**src/rtl/core/tfr_pkg.sv**
```systemverilog
// Shared types, constants and tag rebase function for the tagged FIFO.
`default_nettype none

package tfr_pkg;

  localparam int DEPTH         = 16;
  localparam int PAYLOAD_WIDTH = 32;
  localparam int TAG_W         = 32;
  localparam int ROWS_W        = 16;
  localparam int IDX_W         = (DEPTH > 1) ? $clog2(DEPTH) : 1;
  localparam int CNT_W         = $clog2(DEPTH + 1);
  localparam int LOOK_W        = 4;
  localparam int LOOK_CNT_W    = 5;
  localparam int OUT_PAY_W     = 32;

  localparam logic [TAG_W-1:0]  SIGN_BIT   = {1'b1, {(TAG_W-1){1'b0}}};
  localparam logic [ROWS_W-1:0] ROWS_RESET = ROWS_W'(1);

  typedef struct packed {
    logic [PAYLOAD_WIDTH-1:0] payload;
    logic signed [TAG_W-1:0]  time_tag;
    logic signed [TAG_W-1:0]  first_tag;
    logic signed [TAG_W-1:0]  result_tag;
  } entry_t;

  typedef struct packed {
    logic                    push_req;
    logic [31:0]             push_payload;
    logic signed [TAG_W-1:0] push_time_tag;
    logic signed [TAG_W-1:0] push_first_tag;
    logic signed [TAG_W-1:0] push_result_tag;
    logic                    pop_req;
    logic                    shift;
    logic [LOOK_W-1:0]       look_index;
  } item_t;

  typedef struct packed {
    logic                    push_refused;
    logic                    pop_refused;
    logic                    look_valid;
    logic [OUT_PAY_W-1:0]    look_payload;
    logic signed [TAG_W-1:0] look_time_tag;
    logic signed [TAG_W-1:0] look_first_tag;
    logic signed [TAG_W-1:0] look_result_tag;
    logic [LOOK_CNT_W-1:0]   entries_from_look;
    logic [LOOK_CNT_W-1:0]   count_after;
  } result_t;

  // Per-cell control for one cycle.
  typedef struct packed {
    logic pop;    // take the neighbor's entry
    logic load;   // take the pushed entry
    logic shift;  // rebase tags
  } cell_ctrl_t;

  // Subtract rows from a signed tag unless that would pass the minimum.
  // Offset-binary form compares like the signed value.
  function automatic logic [TAG_W-1:0] rebase_tag(input logic [TAG_W-1:0] tag,
                                                  input logic [ROWS_W-1:0] rows);
    logic [TAG_W-1:0] biased;
    logic [TAG_W-1:0] rows_ext;
    biased   = tag ^ SIGN_BIT;
    rows_ext = TAG_W'(rows);
    if (biased >= rows_ext) begin
      biased = biased - rows_ext;
    end
    return biased ^ SIGN_BIT;
  endfunction

endpackage

`default_nettype wire

```
**src/rtl/core/tfr_cell.sv**
```systemverilog
// One FIFO cell: holds the entry at a fixed distance from the head.
`default_nettype none

module tfr_cell (
  input  wire logic                       clk,
  input  wire tfr_pkg::cell_ctrl_t        ctrl,
  input  wire logic [tfr_pkg::ROWS_W-1:0] rows,
  input  wire tfr_pkg::entry_t            push_entry,
  input  wire tfr_pkg::entry_t            neighbor,
  output tfr_pkg::entry_t                 entry
);

  tfr_pkg::entry_t base;
  tfr_pkg::entry_t entry_next;

  always_comb begin
    if (ctrl.load) begin
      base = push_entry;
    end else if (ctrl.pop) begin
      base = neighbor;
    end else begin
      base = entry;
    end
    entry_next = base;
    if (ctrl.shift) begin
      entry_next.time_tag   = tfr_pkg::rebase_tag(base.time_tag, rows);
      entry_next.first_tag  = tfr_pkg::rebase_tag(base.first_tag, rows);
      entry_next.result_tag = tfr_pkg::rebase_tag(base.result_tag, rows);
    end
  end

  always_ff @(posedge clk) begin
    entry <= entry_next;
  end

endmodule

`default_nettype wire
```
**config.mk**
```make
export PLATFORM = sky130hd
export DESIGN_NAME = tfr_cell
export DESIGN_NICKNAME = d
export VERILOG_FILES = /design/src/rtl/core/tfr_pkg.sv /design/src/rtl/core/tfr_cell.sv
export SDC_FILE = /design/constraint.sdc
export NUM_CORES = 1
export LEC_CHECK = 0
export ABC_AREA = 1
export ABC_CLOCK_PERIOD_IN_PS = 3230
export BUFFER_PORTS_ARGS = -buffer_cell sky130_fd_sc_hd__buf_2
export CORE_UTILIZATION = 47
export CTS_CLUSTER_SIZE = 30
export DETAILED_ROUTE_END_ITERATION = 12
export GPL_TIMING_DRIVEN = 0
export PLACE_DENSITY = 0.83
export RECOVER_POWER = 100
export SLEW_MARGIN = 20
export SYNTH_ARGS = -nofsm -noshare
export SYNTH_HDL_FRONTEND = slang
export SYNTH_SLANG_ARGS = --single-unit
export TNS_END_PERCENT = 20
```
**constraint.sdc**
```tcl
create_clock -name clk -period 3.23 [get_ports clk]
set_clock_uncertainty 0.15 [all_clocks]
set_input_delay 0.323 -clock clk [delete_from_list [all_inputs] [get_ports clk]]
set_output_delay 0.323 -clock clk [all_outputs]
set_load 0.05 [all_outputs]
```
==> results of run 1 <==
how the worst max path moves through the flow:
stage | start | endpoint | slack [ns] | depth (start not counted)
3_5_place_dp | ctrl[1] | entry[44] | -1.44 | 20
5_1_grt | ctrl[2] | entry[46] | -0.02 | 20
4_1_cts | ctrl[1] | entry[78] | -0.001 | 21
2_1_floorplan | ctrl[2] | entry[38] | -0.003 | 20
6_report | ctrl[1] | entry[44] | 0.11 | 20
3_3_place_gp | ctrl[1] | entry[44] | -1.39 | 20
kinds of logic after synthesis:
logic type                 share of synthesized area (%)
and+or+nand+nor                                    43.06
buffers and inverters                              13.91
AOI/OAI and AO/OA                                  8.630
DFF                                                25.07
adders and majority gates                          5.746
xor gates and xnor gates                           3.580
what timing repair did:
item | 4_1_cts | 5_1_grt
buffers inserted | 7 | 9
gates resized for setup | 94 | 82
pin swaps | 4 | 14
endpoints found under the setup margin | 96 | 86
report_power, final:
part           internal [mW]  switching (mW)  total [mW]
combinational           1.03            2.55        3.58
clock                   1.02           0.918        1.93
sequential              1.90           0.203        2.11
synthesized netlist by cell type, types with 4 or more instances:
master    count
nand4_1      12
nor3_1        6
buf_2        24
clkbuf_1     13
o21ai_0      14
ha_1         48
inv_1       339
buf_1        18
nor2_1      197
xnor2_1      27
nand3_1     230
dfxtp_1      96
nand2_1     744
a21oi_1      42
xor2_1       20
and2_1        4
a22o_1       32
inv_2         6
buf_6         6
edfxtp_1     32
nor2_2        7
a221oi_1     45
per-stage QoR:
stage / utilization, % / setup TNS (ns) / area (um^2) / std cells
after floorplan: - / -0.03237 / 11500 / 1982
after global placement: 58.56 / -114.68 / 13910 / 2703
after detailed placement: 58.65 / -118.97 / 13930 / 2704
after CTS: 63.07 / -0.002198 / 14980 / 2743
after global routing: 64.67 / -0.09285 / 15360 / 2754
final: 64.67 / 0 / 15360 / 2754
routing by layer:
layer | share of wire, % | track usage, %
met4 | 4.8 | 21.15
met3 | 7.6 | 7.403
met2 | 49 | 66.79
met1 | 39 | 45.13
met5 | 0.028 | 0
area by class of cell:
type	instances	area [um^2]
inverter	345	1295
clock inverter	15	135.1
antenna	3	7.507
timing repair buffer	419	1973
sequential	128	2883
clock buffer	17	425.4
tap	319	399.1
buffer	60	420.4
fill	2336	8392
multi-input combinational	1448	7823
critical path: cells and delay by family:
kind,cells,cell delay (ns)
buf+inv,7,1.05
simple gates,11,1.50
compound gates,1,0.09
fa+ha+maj,1,0.30
placed cells by master, fill, tap and decap left out, drive strengths merged:
cell,n
inv,355
fa,3
o21bai,2
clkinvlp,3
dfxtp,96
buf,329
nor3,6
xnor2,27
o21ai,17
a22o,32
a221oi,45
clkinv,2
xor2,20
and2,4
nand4,12
ha,48
and3,1
nand2,750
diode,3
nand3b,1
edfxtp,32
a21oi,42
or2,1
clkbuf,167
nor2,205
a21o,1
nand3,231
==> out/metrics.csv, run 1 <==
stage,metric,value,unit
outcome,outcome,finished with violations,
outcome,failing checks,"capacitance limit, slew limit",
critical_path,Reg-to-Reg End,entry[63],
detailed_routing,Vias/cell,5.301,
yosys,#FFs+latches synth,128,
yosys,post-synth net total,2309,
critical_path,CP endpoint kind,flop,
place,Place WS,-1.444,ns
floorplan,site row count,56,
yosys,Synthesis Warnings,0,
yosys,synth top area cells,"nand2_1, dfxtp_1, inv_1",
global_routing,initial antenna violation count,4,
timing,PnR worst setup slack,0.1095,ns
yosys,Yosys cell types,33,
clocking,Max H-tree Level,4,
hold_path,Worst Hold Class,input pin to flop,
critical_path,Crit-path slowest cell,ha_2,
critical_path,Worst Path Arrival,3.31,ns
detailed_routing,DR WL/cell,17.97,um
yosys,area share of the largest cell type after synthesis,24.29,%
floorplan,die area,25090,um^2
yosys,sequential share of the synthesized area,25.07,%
hold_path,Worst Hold Path Cells,2,
place,Post-DP HPWL,39060,um
timing,Rel. slew slack,-23.17,%
power_and_ir_drop,Pwr Density,495.8,nW/um^2
yosys,syn_area_per_cell,5.801,um^2
clocking,Num CTS Buffers,17,
global_routing,largest net degree at the start of global routing,33,
detailed_routing,Total Wirelength,49490,um
clocking,Root Driver,clkbuf_16,
yosys,post-synthesis async set-or-reset flop share,0,%
place,port bufs,402,
detailed_routing,DRC viols,0,
timing,f_max,320.5,MHz
clocking,Skew-Pair Late Insertion Delay,0.44,ns
power_and_ir_drop,Leak,8.591,nW
critical_path,Worst path max stage delay,0.30,ns
floorplan,die width,158.4,um
detailed_routing,via count,14600,
floorplan,Die Ht,158.4,um
timing,Final Setup Violations,0,
floorplan,I/O pin total,404,
hold_path,hold endpoint,entry[106],
floorplan,Initial Util,48.40,%
final_layout,Area Overhead vs Synth,33.61,%
yosys,Yosys top cell by area,nand2_1,
critical_path,r2r setup slk,0.36,ns
detailed_routing,First DRT Iteration DRCs,1129,
place,Routability Congestion,0.9805,
yosys,Post-synth EDFFs,32,
timing,Worst Tran Pin Value,1.848,ns
critical_path,R2R depth,15,
critical_path,worst path cell trace,"clkbuf_4, nor2_4, buf_8, buf_6, buf_12, a221oi_4, inv_1, ha_2, or2_2, nand3_1, nand2_2, nand2_1, nand3_2, nor2_2, nand2_4, nand2_4, buf_6, nand2_1, nand2_1, inv_1",
global_routing,grt total ovfl,0,
clocking,# hold bufs at CTS,0,
timing,Final Hold Slack,0.02169,ns
critical_path,Worst Path Required,3.41,ns
run,max_cap viols,1,
critical_path,crit path launch type,input pin,
global_routing,Overall Global Routing Usage,38.75,%
yosys,post-synthesis cell area,11500,um^2
global_routing,global-route wire length before repair,72510,um
floorplan,core area,23750,um^2
power_and_ir_drop,VDD IR max,302.7,uV
final_layout,Largest Register,entry,
timing,minimum clock period,3.121,ns
final_layout,NumNets Final,2746,
final_layout,max FFs per register,128,
detailed_routing,Post-DRT Antenna Nets,0,
clocking,"Reg clk slew, reported paths",0.07,ns
final_layout,share of cells above drive strength 1,19.20,%
clocking,TritonCTS clock tree,built,
detailed_routing,first drt pass iteration count,7,
power_and_ir_drop,"Power, Total",7.617,mW
hold_path,Hold Startpoint,neighbor[106],
yosys,Post-synth top flop,dfxtp_1,
clocking,CTS max path bufs,2,
critical_path,crit-path max FO,10,
yosys,Post-Synthesis Cells,1982,
critical_path,Worst R2R Start,entry[45],
critical_path,"Top cell by count, worst path",nand2_1,
critical_path,"Worst Path Class, Setup",input pin to flop,
global_routing,number of global-route vias before repair,13700,
final_layout,Largest regs,entry (128),
clocking,CTS sink count,128,
timing,Fin. Hold Viols,0,
timing,final worst path period share,96.61,%
timing,Max Slew Vio Count,33,
(Power assumes the default switching activity.)
==> inputs of run 2 (changes only) <==
CORE_ASPECT_RATIO = 0.5   (was unset)
==> out/metrics.csv, run 2 (same netlist as run 1, synthesis figures left out) <==
stage,metric,value,unit
clocking,Num CTS Buffers,17,
final_layout,"most common cell after layout, fill and taps aside",nand2_1,
run,max_cap viols,1,
power_and_ir_drop,Seq pwr share,27.0,%
detailed_routing,DR WL/cell,17.26,um
critical_path,Worst Path Arrival,3.32,ns
critical_path,CP endpoint kind,flop,
detailed_routing,Vias/cell,5.318,
power_and_ir_drop,"Power, Total",7.743,mW
critical_path,crit-path leading delay family,simple AND/OR/NAND/NOR gates,
clocking,CTS sink count,128,
power_and_ir_drop,Clk pwr share,28.0,%
clocking,Skew-Pair Late Insertion Delay,0.46,ns
global_routing,number of global-route vias before repair,13170,
global_routing,largest net degree at the start of global routing,33,
critical_path,Critical path buffers and inverters,7,
final_layout,Largest Register,entry,
global_routing,grt total ovfl,0,
hold_path,Worst Hold Class,input pin to flop,
critical_path,worst path cell trace,"buf_2, nor2_4, buf_6, buf_6, buf_8, a221oi_2, inv_1, ha_1, nand2_1, nor2_1, nand2_1, nor2_1, nor2_1, nand3_1, nor2_1, nor2_4, buf_6, nand2_1, nand2_1, inv_1",
detailed_routing,via count,14680,
final_layout,max FFs per register,128,
floorplan,core area,24020,um^2
floorplan,Initial Util,47.86,%
clocking,CTS max path bufs,2,
critical_path,"Worst Path Class, Setup",input pin to flop,
detailed_routing,Post-DRT Antenna Nets,0,
critical_path,Worst path max stage delay,0.36,ns
outcome,failing checks,"capacitance limit, slew limit",
detailed_routing,DRC viols,0,
place,Post-DP HPWL,37970,um
timing,Fin. Hold Viols,0,
critical_path,crit path launch type,input pin,
global_routing,initial antenna violation count,4,
timing,f_max,320.2,MHz
clocking,Root Driver,clkbuf_16,
power_and_ir_drop,Sw Pwr,3.476,mW
power_and_ir_drop,Comb pwr share,45.0,%
timing,Max Slew Vio Count,33,
place,Routability Congestion,1.014,
final_layout,NumNets Final,2754,
floorplan,Die Ht,112.6,um
timing,Final Setup Violations,0,
clocking,"Reg clk slew, reported paths",0.06,ns
place,port bufs,402,
global_routing,Overall Global Routing Usage,36.77,%
power_and_ir_drop,Leak,8.647,nW
final_layout,Largest regs,entry (128),
timing,Worst Tran Pin Value,1.843,ns
final_layout,Final Instance Area,15340,um^2
final_layout,Area Overhead vs Synth,33.42,%
final_layout,"commonest non-fill, non-tap cells in the layout","nand2_1, inv_1, buf_2",
clocking,TritonCTS clock tree,built,
timing,final worst path period share,96.69,%
place,Placed Area,13930,um^2
power_and_ir_drop,VDD IR max,372.8,uV
detailed_routing,Total Wirelength,47650,um
power_and_ir_drop,Int Power,4.267,mW
floorplan,die width,223.2,um
power_and_ir_drop,Net Sw Frac,44.90,%
critical_path,Worst Path Required,3.43,ns
critical_path,Crit-path slowest cell,ha_1,
floorplan,site row count,40,
power_and_ir_drop,Pwr Density,504.8,nW/um^2
final_layout,share of cells above drive strength 1,18.52,%
final_layout,final core occ,63.85,%
global_routing,global-route wire length before repair,70770,um
timing,minimum clock period,3.123,ns
clocking,Max H-tree Level,4,
detailed_routing,First DRT Iteration DRCs,1563,
outcome,outcome,finished with violations,
timing,Rel. slew slack,-22.88,%
critical_path,crit-path max FO,10,
detailed_routing,first drt pass iteration count,6,
floorplan,die area,25130,um^2
floorplan,I/O pin total,404,
run 2: metal layers:
metal	global-route usage, %	vias to the layer above	part of all wire (%)
li1	-	7108	-
met5	0	-	0
met2	59.88	754	45
met1	48.31	6687	42
met4	12.78	0	3.2
met3	7.775	134	9.8
run 2: timing repair:
item,in CTS,in global routing
buffers inserted,2,11
resized for setup,63,92
cloned,0,0
pin swaps,1,9
hold endpoints to repair,9,0
hold buffers,10,0
setup endpoints to repair,96,89
run 2: power groups by stage:
stage / Sequential (mW) / Combinational, mW / Clock [mW]
after floorplan: 2.92 / 1.52 / 0
after global placement: 2.07 / 3.28 / 0
after detailed placement: 2.07 / 3.30 / 0
after CTS: 2.04 / 3.37 / 2.18
after global routing: 2.11 / 3.76 / 2.26
final: 2.09 / 3.48 / 2.17
run 2: worst paths after layout:
path | slack [ns] | end | cells past startpoint | from
setup / recovery | 0.11 | entry[74] | 20 | ctrl[1]
hold / removal | 0.02 | entry[110] | 2 | push_entry[110]
setup reg to reg | 0.34 | entry[10] | 16 | entry[1]
hold reg to reg | 0.43 | entry[78] | 4 | entry[78]
run 2: worst register-to-register path, stage by stage (launching register included):
cell and delay (ns):
dfxtp_1 0.33, a221oi_1 0.49, fa_1 0.32, inv_1 0.10
nand2_1 0.06, nand2_1 0.07, nand3_1 0.09, nand2_2 0.12
nand2_1 0.11, nand3_1 0.15, nor2_4 0.20, nand2_4 0.12
nand2_4 0.11, buf_4 0.18, nand2_1 0.07, nand2_1 0.08
inv_1 0.04
run 2: stage by stage:
| step | std cells | hold WS (ns) | setup WS (ns) | TNS (ns) |
|---|---|---|---|---|
| 2_1_floorplan | 1982 | 0.3748 | -0.003237 | -0.03237 |
| 4_1_cts | 2744 | 0.0009781 | 0.001990 | 0 |
| 5_1_grt | 2758 | 0.009001 | -0.02595 | -0.1697 |
| 3_5_place_dp | 2700 | 0.4306 | -1.602 | -122.93 |
| 3_3_place_gp | 2699 | 0.4207 | -1.563 | -118.89 |
| 6_report | 2761 | 0.01537 | 0.1070 | 0 |
run 2: final cells by class:
type                    count  area, um^2
diodes                      6       15.01
plain buffers              61       450.4
clock buffers              18       429.2
clock inverters            14       212.7
fillers                  2373        8683
inverters                 345        1295
multi-input cells        1448        7607
flip-flops and latches    128        2883
well taps                 315       394.1
repair buffers            426        2053
